===== src/rtl/alist_pkg.sv =====
// shared constants, types and codes of the array list block
package alist_pkg;

	localparam int DEPTH      = 8;
	localparam int DATA_WIDTH = 32;

	localparam int IDX_W  = (DEPTH > 1) ? $clog2(DEPTH) : 1;
	localparam int CNT_W  = $clog2(DEPTH + 1);

	// fixed port widths
	localparam int KIND_W  = 3;
	localparam int VALUE_W = 32;
	localparam int POS_W   = 3;
	localparam int STAT_W  = 3;
	localparam int ECNT_W  = 4;

	// width wide enough to compare an index port value against the count
	localparam int CMP_W = (CNT_W > POS_W) ? CNT_W : POS_W;

	typedef logic signed [DATA_WIDTH-1:0] word_t;
	typedef logic [IDX_W-1:0]             idx_t;
	typedef logic [CNT_W-1:0]             cnt_t;
	typedef logic [KIND_W-1:0]            kind_t;
	typedef logic [STAT_W-1:0]            stat_t;
	typedef logic [1:0]                   act_t;

	// operation codes
	localparam kind_t K_INS_HEAD = 3'd0;
	localparam kind_t K_INS_MID  = 3'd1;
	localparam kind_t K_INS_TAIL = 3'd2;
	localparam kind_t K_DEL_HEAD = 3'd3;
	localparam kind_t K_DEL_TAIL = 3'd4;
	localparam kind_t K_DEL_IDX  = 3'd5;
	localparam kind_t K_FIND     = 3'd6;
	localparam kind_t K_CLEAR    = 3'd7;

	// result status codes
	localparam stat_t STAT_DONE     = 3'd0;
	localparam stat_t STAT_FULL     = 3'd1;
	localparam stat_t STAT_EMPTY    = 3'd2;
	localparam stat_t STAT_BADIDX   = 3'd3;
	localparam stat_t STAT_NOTFOUND = 3'd4;

	// datapath actions
	localparam act_t ACT_NONE = 2'd0;
	localparam act_t ACT_INS  = 2'd1;
	localparam act_t ACT_DEL  = 2'd2;
	localparam act_t ACT_CLR  = 2'd3;

	typedef struct packed {
		logic  load;
		act_t  act;
		idx_t  pos;
		stat_t status;
		idx_t  found;
	} alist_cmd_t;

	typedef struct packed {
		cnt_t count;
		logic hit;
		idx_t hit_pos;
	} alist_stat_t;

endpackage


===== src/rtl/alist_ctrl.sv =====
// controller: handshake state machine and operation decode
module alist_ctrl (
	input  logic                 clk,
	input  logic                 arst_n,
	input  logic                 in_valid,
	output logic                 in_stall,
	output logic                 out_valid,
	input  logic                 out_stall,
	input  alist_pkg::kind_t     kind,
	input  logic [alist_pkg::POS_W-1:0] position_in,
	input  alist_pkg::alist_stat_t dp_stat,
	output alist_pkg::alist_cmd_t  cmd
);
	import alist_pkg::*;

	localparam logic S_IDLE = 1'b0;
	localparam logic S_HOLD = 1'b1;

	logic state_q;
	logic state_d;
	logic accept;
	logic full;
	logic empty;
	logic [CMP_W-1:0] pos_ext;
	logic [CMP_W-1:0] cnt_ext;

	assign out_valid = (state_q == S_HOLD);
	assign in_stall  = out_valid && out_stall;
	assign accept    = in_valid && !in_stall;

	always_comb begin
		unique case (state_q)
			S_IDLE: state_d = accept ? S_HOLD : S_IDLE;
			S_HOLD: state_d = (accept || out_stall) ? S_HOLD : S_IDLE;
			default: state_d = S_IDLE;
		endcase
	end

	always_ff @(posedge clk or negedge arst_n) begin
		if (!arst_n) begin
			state_q <= S_IDLE;
		end else begin
			state_q <= state_d;
		end
	end

	assign full    = (dp_stat.count == CNT_W'(DEPTH));
	assign empty   = (dp_stat.count == '0);
	assign pos_ext = CMP_W'(position_in);
	assign cnt_ext = CMP_W'(dp_stat.count);

	always_comb begin
		cmd        = '0;
		cmd.load   = accept;
		cmd.act    = ACT_NONE;
		cmd.status = STAT_DONE;
		unique case (kind)
			K_INS_HEAD: begin
				if (full) cmd.status = STAT_FULL;
				else cmd.act = ACT_INS;
			end
			K_INS_MID: begin
				if (full) begin
					cmd.status = STAT_FULL;
				end else begin
					cmd.act = ACT_INS;
					cmd.pos = IDX_W'(dp_stat.count >> 1);
				end
			end
			K_INS_TAIL: begin
				if (full) begin
					cmd.status = STAT_FULL;
				end else begin
					cmd.act = ACT_INS;
					cmd.pos = IDX_W'(dp_stat.count);
				end
			end
			K_DEL_HEAD: begin
				if (empty) cmd.status = STAT_EMPTY;
				else cmd.act = ACT_DEL;
			end
			K_DEL_TAIL: begin
				if (empty) begin
					cmd.status = STAT_EMPTY;
				end else begin
					cmd.act = ACT_DEL;
					cmd.pos = IDX_W'(dp_stat.count - cnt_t'(1));
				end
			end
			K_DEL_IDX: begin
				if (empty) begin
					cmd.status = STAT_EMPTY;
				end else if (pos_ext >= cnt_ext) begin
					cmd.status = STAT_BADIDX;
				end else begin
					cmd.act = ACT_DEL;
					cmd.pos = IDX_W'(position_in);
				end
			end
			K_FIND: begin
				if (dp_stat.hit) cmd.found = dp_stat.hit_pos;
				else cmd.status = STAT_NOTFOUND;
			end
			K_CLEAR: begin
				cmd.act = ACT_CLR;
			end
			default: cmd.act = ACT_NONE;
		endcase
	end

endmodule


===== src/rtl/alist_dp.sv =====
// datapath: entry cells, count, parallel search and result registers
module alist_dp (
	input  logic                          clk,
	input  logic                          arst_n,
	input  alist_pkg::alist_cmd_t         cmd,
	input  logic signed [alist_pkg::VALUE_W-1:0] value,
	output alist_pkg::alist_stat_t        dp_stat,
	output alist_pkg::stat_t              status,
	output logic [alist_pkg::POS_W-1:0]   found_position,
	output logic [alist_pkg::ECNT_W-1:0]  entry_count
);
	import alist_pkg::*;

	word_t entries_q [DEPTH];
	word_t entries_d [DEPTH];
	cnt_t  count_q;
	cnt_t  count_d;
	word_t word;
	logic [DEPTH-1:0] match;
	stat_t status_q;
	idx_t  found_q;
	cnt_t  ecount_q;

	// sign-extend or truncate the port word to the stored width
	assign word = word_t'(value);

	always_comb begin
		for (int i = 0; i < DEPTH; i++) begin
			match[i] = (i < int'(count_q)) && (entries_q[i] == word);
		end
	end

	// first matching cell wins
	always_comb begin
		dp_stat.count   = count_q;
		dp_stat.hit     = |match;
		dp_stat.hit_pos = '0;
		for (int i = DEPTH - 1; i >= 0; i--) begin
			if (match[i]) dp_stat.hit_pos = IDX_W'(i);
		end
	end

	// each cell keeps its value, takes the new word or a neighbor's
	always_comb begin
		int up;
		int dn;
		for (int i = 0; i < DEPTH; i++) begin
			up = (i == DEPTH - 1) ? i : i + 1;
			dn = (i == 0) ? 0 : i - 1;
			entries_d[i] = entries_q[i];
			if (i >= int'(cmd.pos)) begin
				if (cmd.act == ACT_INS) begin
					entries_d[i] = (i == int'(cmd.pos)) ? word : entries_q[dn];
				end else if (cmd.act == ACT_DEL) begin
					entries_d[i] = entries_q[up];
				end
			end
		end
	end

	always_comb begin
		unique case (cmd.act)
			ACT_INS: count_d = count_q + cnt_t'(1);
			ACT_DEL: count_d = count_q - cnt_t'(1);
			ACT_CLR: count_d = '0;
			default: count_d = count_q;
		endcase
	end

	always_ff @(posedge clk or negedge arst_n) begin
		if (!arst_n) begin
			count_q <= '0;
		end else if (cmd.load) begin
			count_q <= count_d;
		end
	end

	always_ff @(posedge clk) begin
		if (cmd.load) begin
			for (int i = 0; i < DEPTH; i++) begin
				entries_q[i] <= entries_d[i];
			end
			status_q <= cmd.status;
			found_q  <= cmd.found;
			ecount_q <= count_d;
		end
	end

	assign status         = status_q;
	assign found_position = POS_W'(found_q);
	assign entry_count    = ECNT_W'(ecount_q);

`ifndef SYNTHESIS
	a_count_range: assert property (@(posedge clk) disable iff (!arst_n)
		count_q <= CNT_W'(DEPTH))
		else $error("entry count past depth");

	a_full_holds: assert property (@(posedge clk) disable iff (!arst_n)
		(cmd.load && cmd.status == STAT_FULL) |=> (count_q == CNT_W'(DEPTH)))
		else $error("rejected insert changed the count");

	a_clear: assert property (@(posedge clk) disable iff (!arst_n)
		(cmd.load && cmd.act == ACT_CLR) |=> (count_q == '0 && entry_count == '0))
		else $error("clear left entries");

	a_find_hit: assert property (@(posedge clk) disable iff (!arst_n)
		(cmd.load && cmd.act == ACT_NONE && cmd.status == STAT_DONE && dp_stat.hit)
		|=> (count_q == $past(count_q)))
		else $error("find changed the count");
`endif

endmodule


===== src/rtl/array_list_insert_delete_search.sv =====
// top level of the array list block: controller plus datapath
// Keeps an ordered list of up to DEPTH (8) signed words and a count. Each
// item carries an operation code in kind: insert at head, middle (count/2)
// or tail, delete at head, tail or position_in, find value, or clear. Every
// item yields exactly one result: status (done, full, empty, bad index, not
// found), found_position (first matching index on a successful find, else 0)
// and entry_count after the operation. All cells shift in parallel and the
// search compares every cell at once, so an item is finished in the cycle it
// is accepted and its result shows on the output register in the next cycle.
// The block takes one item per cycle: the single output register is the
// only storage between the two sides, so in_stall rises only while a result
// is held and out_stall is high. Entries hold no reset value; only cells
// below the count are ever read.
module array_list_insert_delete_search (
	input  logic                                 clk,
	input  logic                                 arst_n,
	// input item channel
	input  logic                                 in_valid,
	output logic                                 in_stall,
	input  logic [alist_pkg::KIND_W-1:0]         kind,
	input  logic signed [alist_pkg::VALUE_W-1:0] value,
	input  logic [alist_pkg::POS_W-1:0]          position_in,
	// result item channel
	output logic                                 out_valid,
	input  logic                                 out_stall,
	output logic [alist_pkg::STAT_W-1:0]         status,
	output logic [alist_pkg::POS_W-1:0]          found_position,
	output logic [alist_pkg::ECNT_W-1:0]         entry_count
);
	import alist_pkg::*;

	// command from the controller, current count and search hit back
	alist_cmd_t  cmd;
	alist_stat_t dp_stat;

	// handshake and decode of the operation against the current count
	alist_ctrl u_ctrl (
		.clk         (clk),
		.arst_n      (arst_n),
		.in_valid    (in_valid),
		.in_stall    (in_stall),
		.out_valid   (out_valid),
		.out_stall   (out_stall),
		.kind        (kind),
		.position_in (position_in),
		.dp_stat     (dp_stat),
		.cmd         (cmd)
	);

	// cells, count, compare bank and result register
	alist_dp u_dp (
		.clk            (clk),
		.arst_n         (arst_n),
		.cmd            (cmd),
		.value          (value),
		.dp_stat        (dp_stat),
		.status         (status),
		.found_position (found_position),
		.entry_count    (entry_count)
	);

endmodule

===== config.mk =====
export PLATFORM = sky130hd
export DESIGN_NAME = array_list_insert_delete_search
export DESIGN_NICKNAME = d
export VERILOG_FILES = /design/src/rtl/alist_pkg.sv /design/src/rtl/alist_ctrl.sv /design/src/rtl/alist_dp.sv /design/src/rtl/array_list_insert_delete_search.sv
export SDC_FILE = /design/constraint.sdc
export NUM_CORES = 1
export LEC_CHECK = 0
export BUFFER_PORTS_ARGS = -buffer_cell sky130_fd_sc_hd__buf_2
export CORE_MARGIN = 5
export CORE_UTILIZATION = 49
export CTS_CLUSTER_SIZE = 14
export DETAILED_ROUTE_END_ITERATION = 16
export PLACE_DENSITY_LB_ADDON = 0.2
export RECOVER_POWER = 50
export SETUP_SLACK_MARGIN = 0.05
export SYNTH_ARGS = -nofsm -noshare
export SYNTH_HDL_FRONTEND = slang
export SYNTH_SLANG_ARGS = --single-unit
export TNS_END_PERCENT = 1

===== constraint.sdc =====
create_clock -name clk -period 15.4 [get_ports clk]
set_input_delay 3.85 -clock clk [delete_from_list [all_inputs] [get_ports clk]]
set_output_delay 3.85 -clock clk [all_outputs]
set_load 0.01 [all_outputs]

==> results.json <==
{
  "setup-tns-final_ns": 0,
  "synth_cell_types": 62,
  "clk_pin_slew_ns": 0.06,
  "failed_checks": "capacitance limit, slew limit",
  "final_util": 0.537,
  "cts_made_buffers": 34,
  "layout.nets": 1692,
  "postSynthRegisterBits": 271,
  "rows": 67,
  "track_usage": 0.274,
  "p_sw_mw": 0.987,
  "timing.fmax_mhz": 96.3,
  "routabilityCongestion": 0.943,
  "h-tree-depth": 2,
  "grt_start_max_net_pins": 95,
  "grt_pass1_wl_mm": 80.2,
  "drtIter0Drc": 1564,
  "crit_arrival_ns": 10.63,
  "r2r_setup_slack_ns": 7.54,
  "syn2layout_area_growth_pct": 8.01,
  "crit_type": "in -> reg",
  "wire_per_inst_um": 25.5,
  "worstSkewPairLatency_ns": 0.52,
  "dr_total_vias": 13000,
  "syn_area_per_cell_um2": 9.88,
  "worstReg2RegStart": "u_dp.count_q[1]",
  "p_int_mw": 1.76,
  "powerDensity_nw_per_um2": 152,
  "cp-endpoint": "u_dp.entries_q[0][6]",
  "path_max_fanout": 93,
  "die_area_um2": 37900,
  "design_area_um2": 18100,
  "status": "complete, but fails checks",
  "register_area_um2": 8110,
  "ctsHoldBuffers": 0,
  "first_global_vias": 12200,
  "power.combinational.fraction": 0.298,
  "via_per_inst": 6.16,
  "yosysMostFrequentCell": "nand2_1",
  "yosys.area.top_type": "edfxtp_1",
  "fin_crit_ns": 10.38,
  "multiInputGateArea_um2": 7940,
  "hold_violations": 0,
  "crit_required_ns": 15.65,
  "fillCellCount": 2998,
  "syn_area_um2": 16700,
  "synth_top_area_frac": 0.478,
  "critPathLaunch": "position_in[0]",
  "hp-class": "reg -> reg",
  "initial_core_util": 0.497,
  "swShare": 0.359,
  "cts_max_path_buffers": 3,
  "die_height_um": 195,
  "antenna_found_initial": 1,
  "synth_edf_count": 266,
  "hpwl_mm": 35.5,
  "post-route-period-util": 0.674,
  "ios": 54,
  "grt_setup_unrepaired": "false",
  "cts_root_buffer": "clkbuf_16",
  "drc_errors": 0,
  "power.leakage_nw": 6.35,
  "synthTopCellsByCount": "nand2_1, edfxtp_1, nor2_1",
  "drt_wl_total_mm": 53.9,
  "yosys-top-cells-area": "edfxtp_1, xor2_1, nand2_1",
  "syn_inst": 1692,
  "synthFlopType": "edfxtp_1",
  "drtAntennaViolNets": 0,
  "end_kind": "flip-flop",
  "slew_headroom": -1.48,
  "rr_worst_depth": 8,
  "drv_cap": 8,
  "vdd_drop_max_v": 0.0000903,
  "setup-violations-final": 0,
  "cts_setup_buffers": 0,
  "cts_resized": 0,
  "tightestPinTransition_ns": 3.72,
  "rr_endpoint": "u_dp.entries_q[0][6]",
  "maxSlewViolCount": 427,
  "seq_area_frac_synth": 0.485,
  "first_pass_iters": 5,
  "startpoint_type": "input pin",
  "seqPwrFrac": 0.420,
  "port_buffers": 53,
  "clock-sinks": 271,
  "ys_warn_count": 0,
  "synthArstFlopShare": 0.0185,
  "coreArea_um2": 33600,
  "cts_tree": "built",
  "finClkSkew_ns": 0.0184,
  "power_frac_clock": 0.282,
  "grt_overflow": 0,
  "drive_above_1_share": 0.0968,
  "syn_nets": 1743,
  "dpl_cell_area_um2": 17100,
  "die_width_um": 195
}
==> worst max-delay path, cell delays in order <==
cell	delay, ns
clkbuf_1	0.13
inv_1	0.06
ha_1	0.27
nand2b_1	0.10
a211o_1	0.18
and2_0	0.23
a21oi_1	0.12
a32oi_1	0.29
ha_1	2.06
clkbuf_1	2.75
mux2_2	0.50
==> logic make-up after synthesis <==
logic type | count (synthesis) | share of synthesized area
xor gates and xnor gates | 256 | 0.134
and+or+nand+nor | 610 | 0.156
DFF | 271 | 0.485
buffers and inverters | 169 | 0.0435
muxes | 133 | 0.0847
adders and majority gates | 9 | 0.00673
AOI/OAI and AO/OA | 244 | 0.0897
==> cell usage in the layout, fill, tap and decap left out, types with 27 or more instances in the layout <==
cell       count
a21oi_1       76
a31oi_1      128
buf_2         39
clkbuf_1      27
clkbuf_16     37
edfxtp_1     266
mux2_2        43
mux2i_1       65
nand2_1      269
nand4_1       32
nor2_1       208
nor4_1        41
xnor2_1      104
xor2_1       152
==> how the worst min path moves through the flow <==
stage,startpoint,cells after the start,end
floorplan,u_ctrl.out_valid,2,u_ctrl.out_valid
global placement,u_ctrl.out_valid,2,u_ctrl.out_valid
detailed placement,u_ctrl.out_valid,2,u_ctrl.out_valid
CTS,u_ctrl.out_valid,2,u_ctrl.out_valid
global route,u_ctrl.out_valid,2,u_ctrl.out_valid
finish,u_ctrl.out_valid,2,u_ctrl.out_valid
==> flip-flops by register name (all words and copies together), names as in the netlist <==
register and flops:
u_dp.status 3, u_dp.count_q 4, u_dp.found_position 3, u_dp.entries_q 256, u_dp.entry_count 4, u_ctrl.out_valid 1
==> stage by stage <==
stage	power, mW	setup slack, ns	instances	hold slack [ns]
floorplan	1.70	6.35	1692	0.569
finish	2.75	5.02	2113	0.541
detailed placement	1.96	7.10	2053	0.529
CTS	2.73	7.33	2112	0.545
global placement	1.94	7.19	2053	0.527
global route	2.86	4.31	2112	0.584
==> final cells by class <==
cell class / instances / area share
Clock buffer: 46 / 0.0548
Timing Repair Buffer: 71 / 0.0197
Clock inverter: 13 / 0.00339
Tap cell: 448 / 0.0310
Sequential cell: 271 / 0.449
Inverter: 11 / 0.00229
Antenna cell: 1 / 0.000139
Multi-Input combinational cell: 1252 / 0.439
==> metal layers <==
metal | vias to the layer above | wire (um) | track usage
li1 | 5863 | - | -
met1 | 6425 | 22100 | 0.376
met4 | 0 | 1690 | 0.0763
met3 | 103 | 4920 | 0.0628
met2 | 630 | 25100 | 0.439
met5 | - | 0 | 0
==> power groups by stage <==
stage                     combinational [mW]  sequential [mW]  clock [mW]
after floorplan                        0.592             1.11           0
after global placement                 0.783             1.16           0
after detailed placement               0.802             1.16           0
after CTS                              0.805             1.14       0.776
after global routing                   0.888             1.16       0.806
final                                  0.819             1.15       0.776
Power figures use the tool's default switching activity.
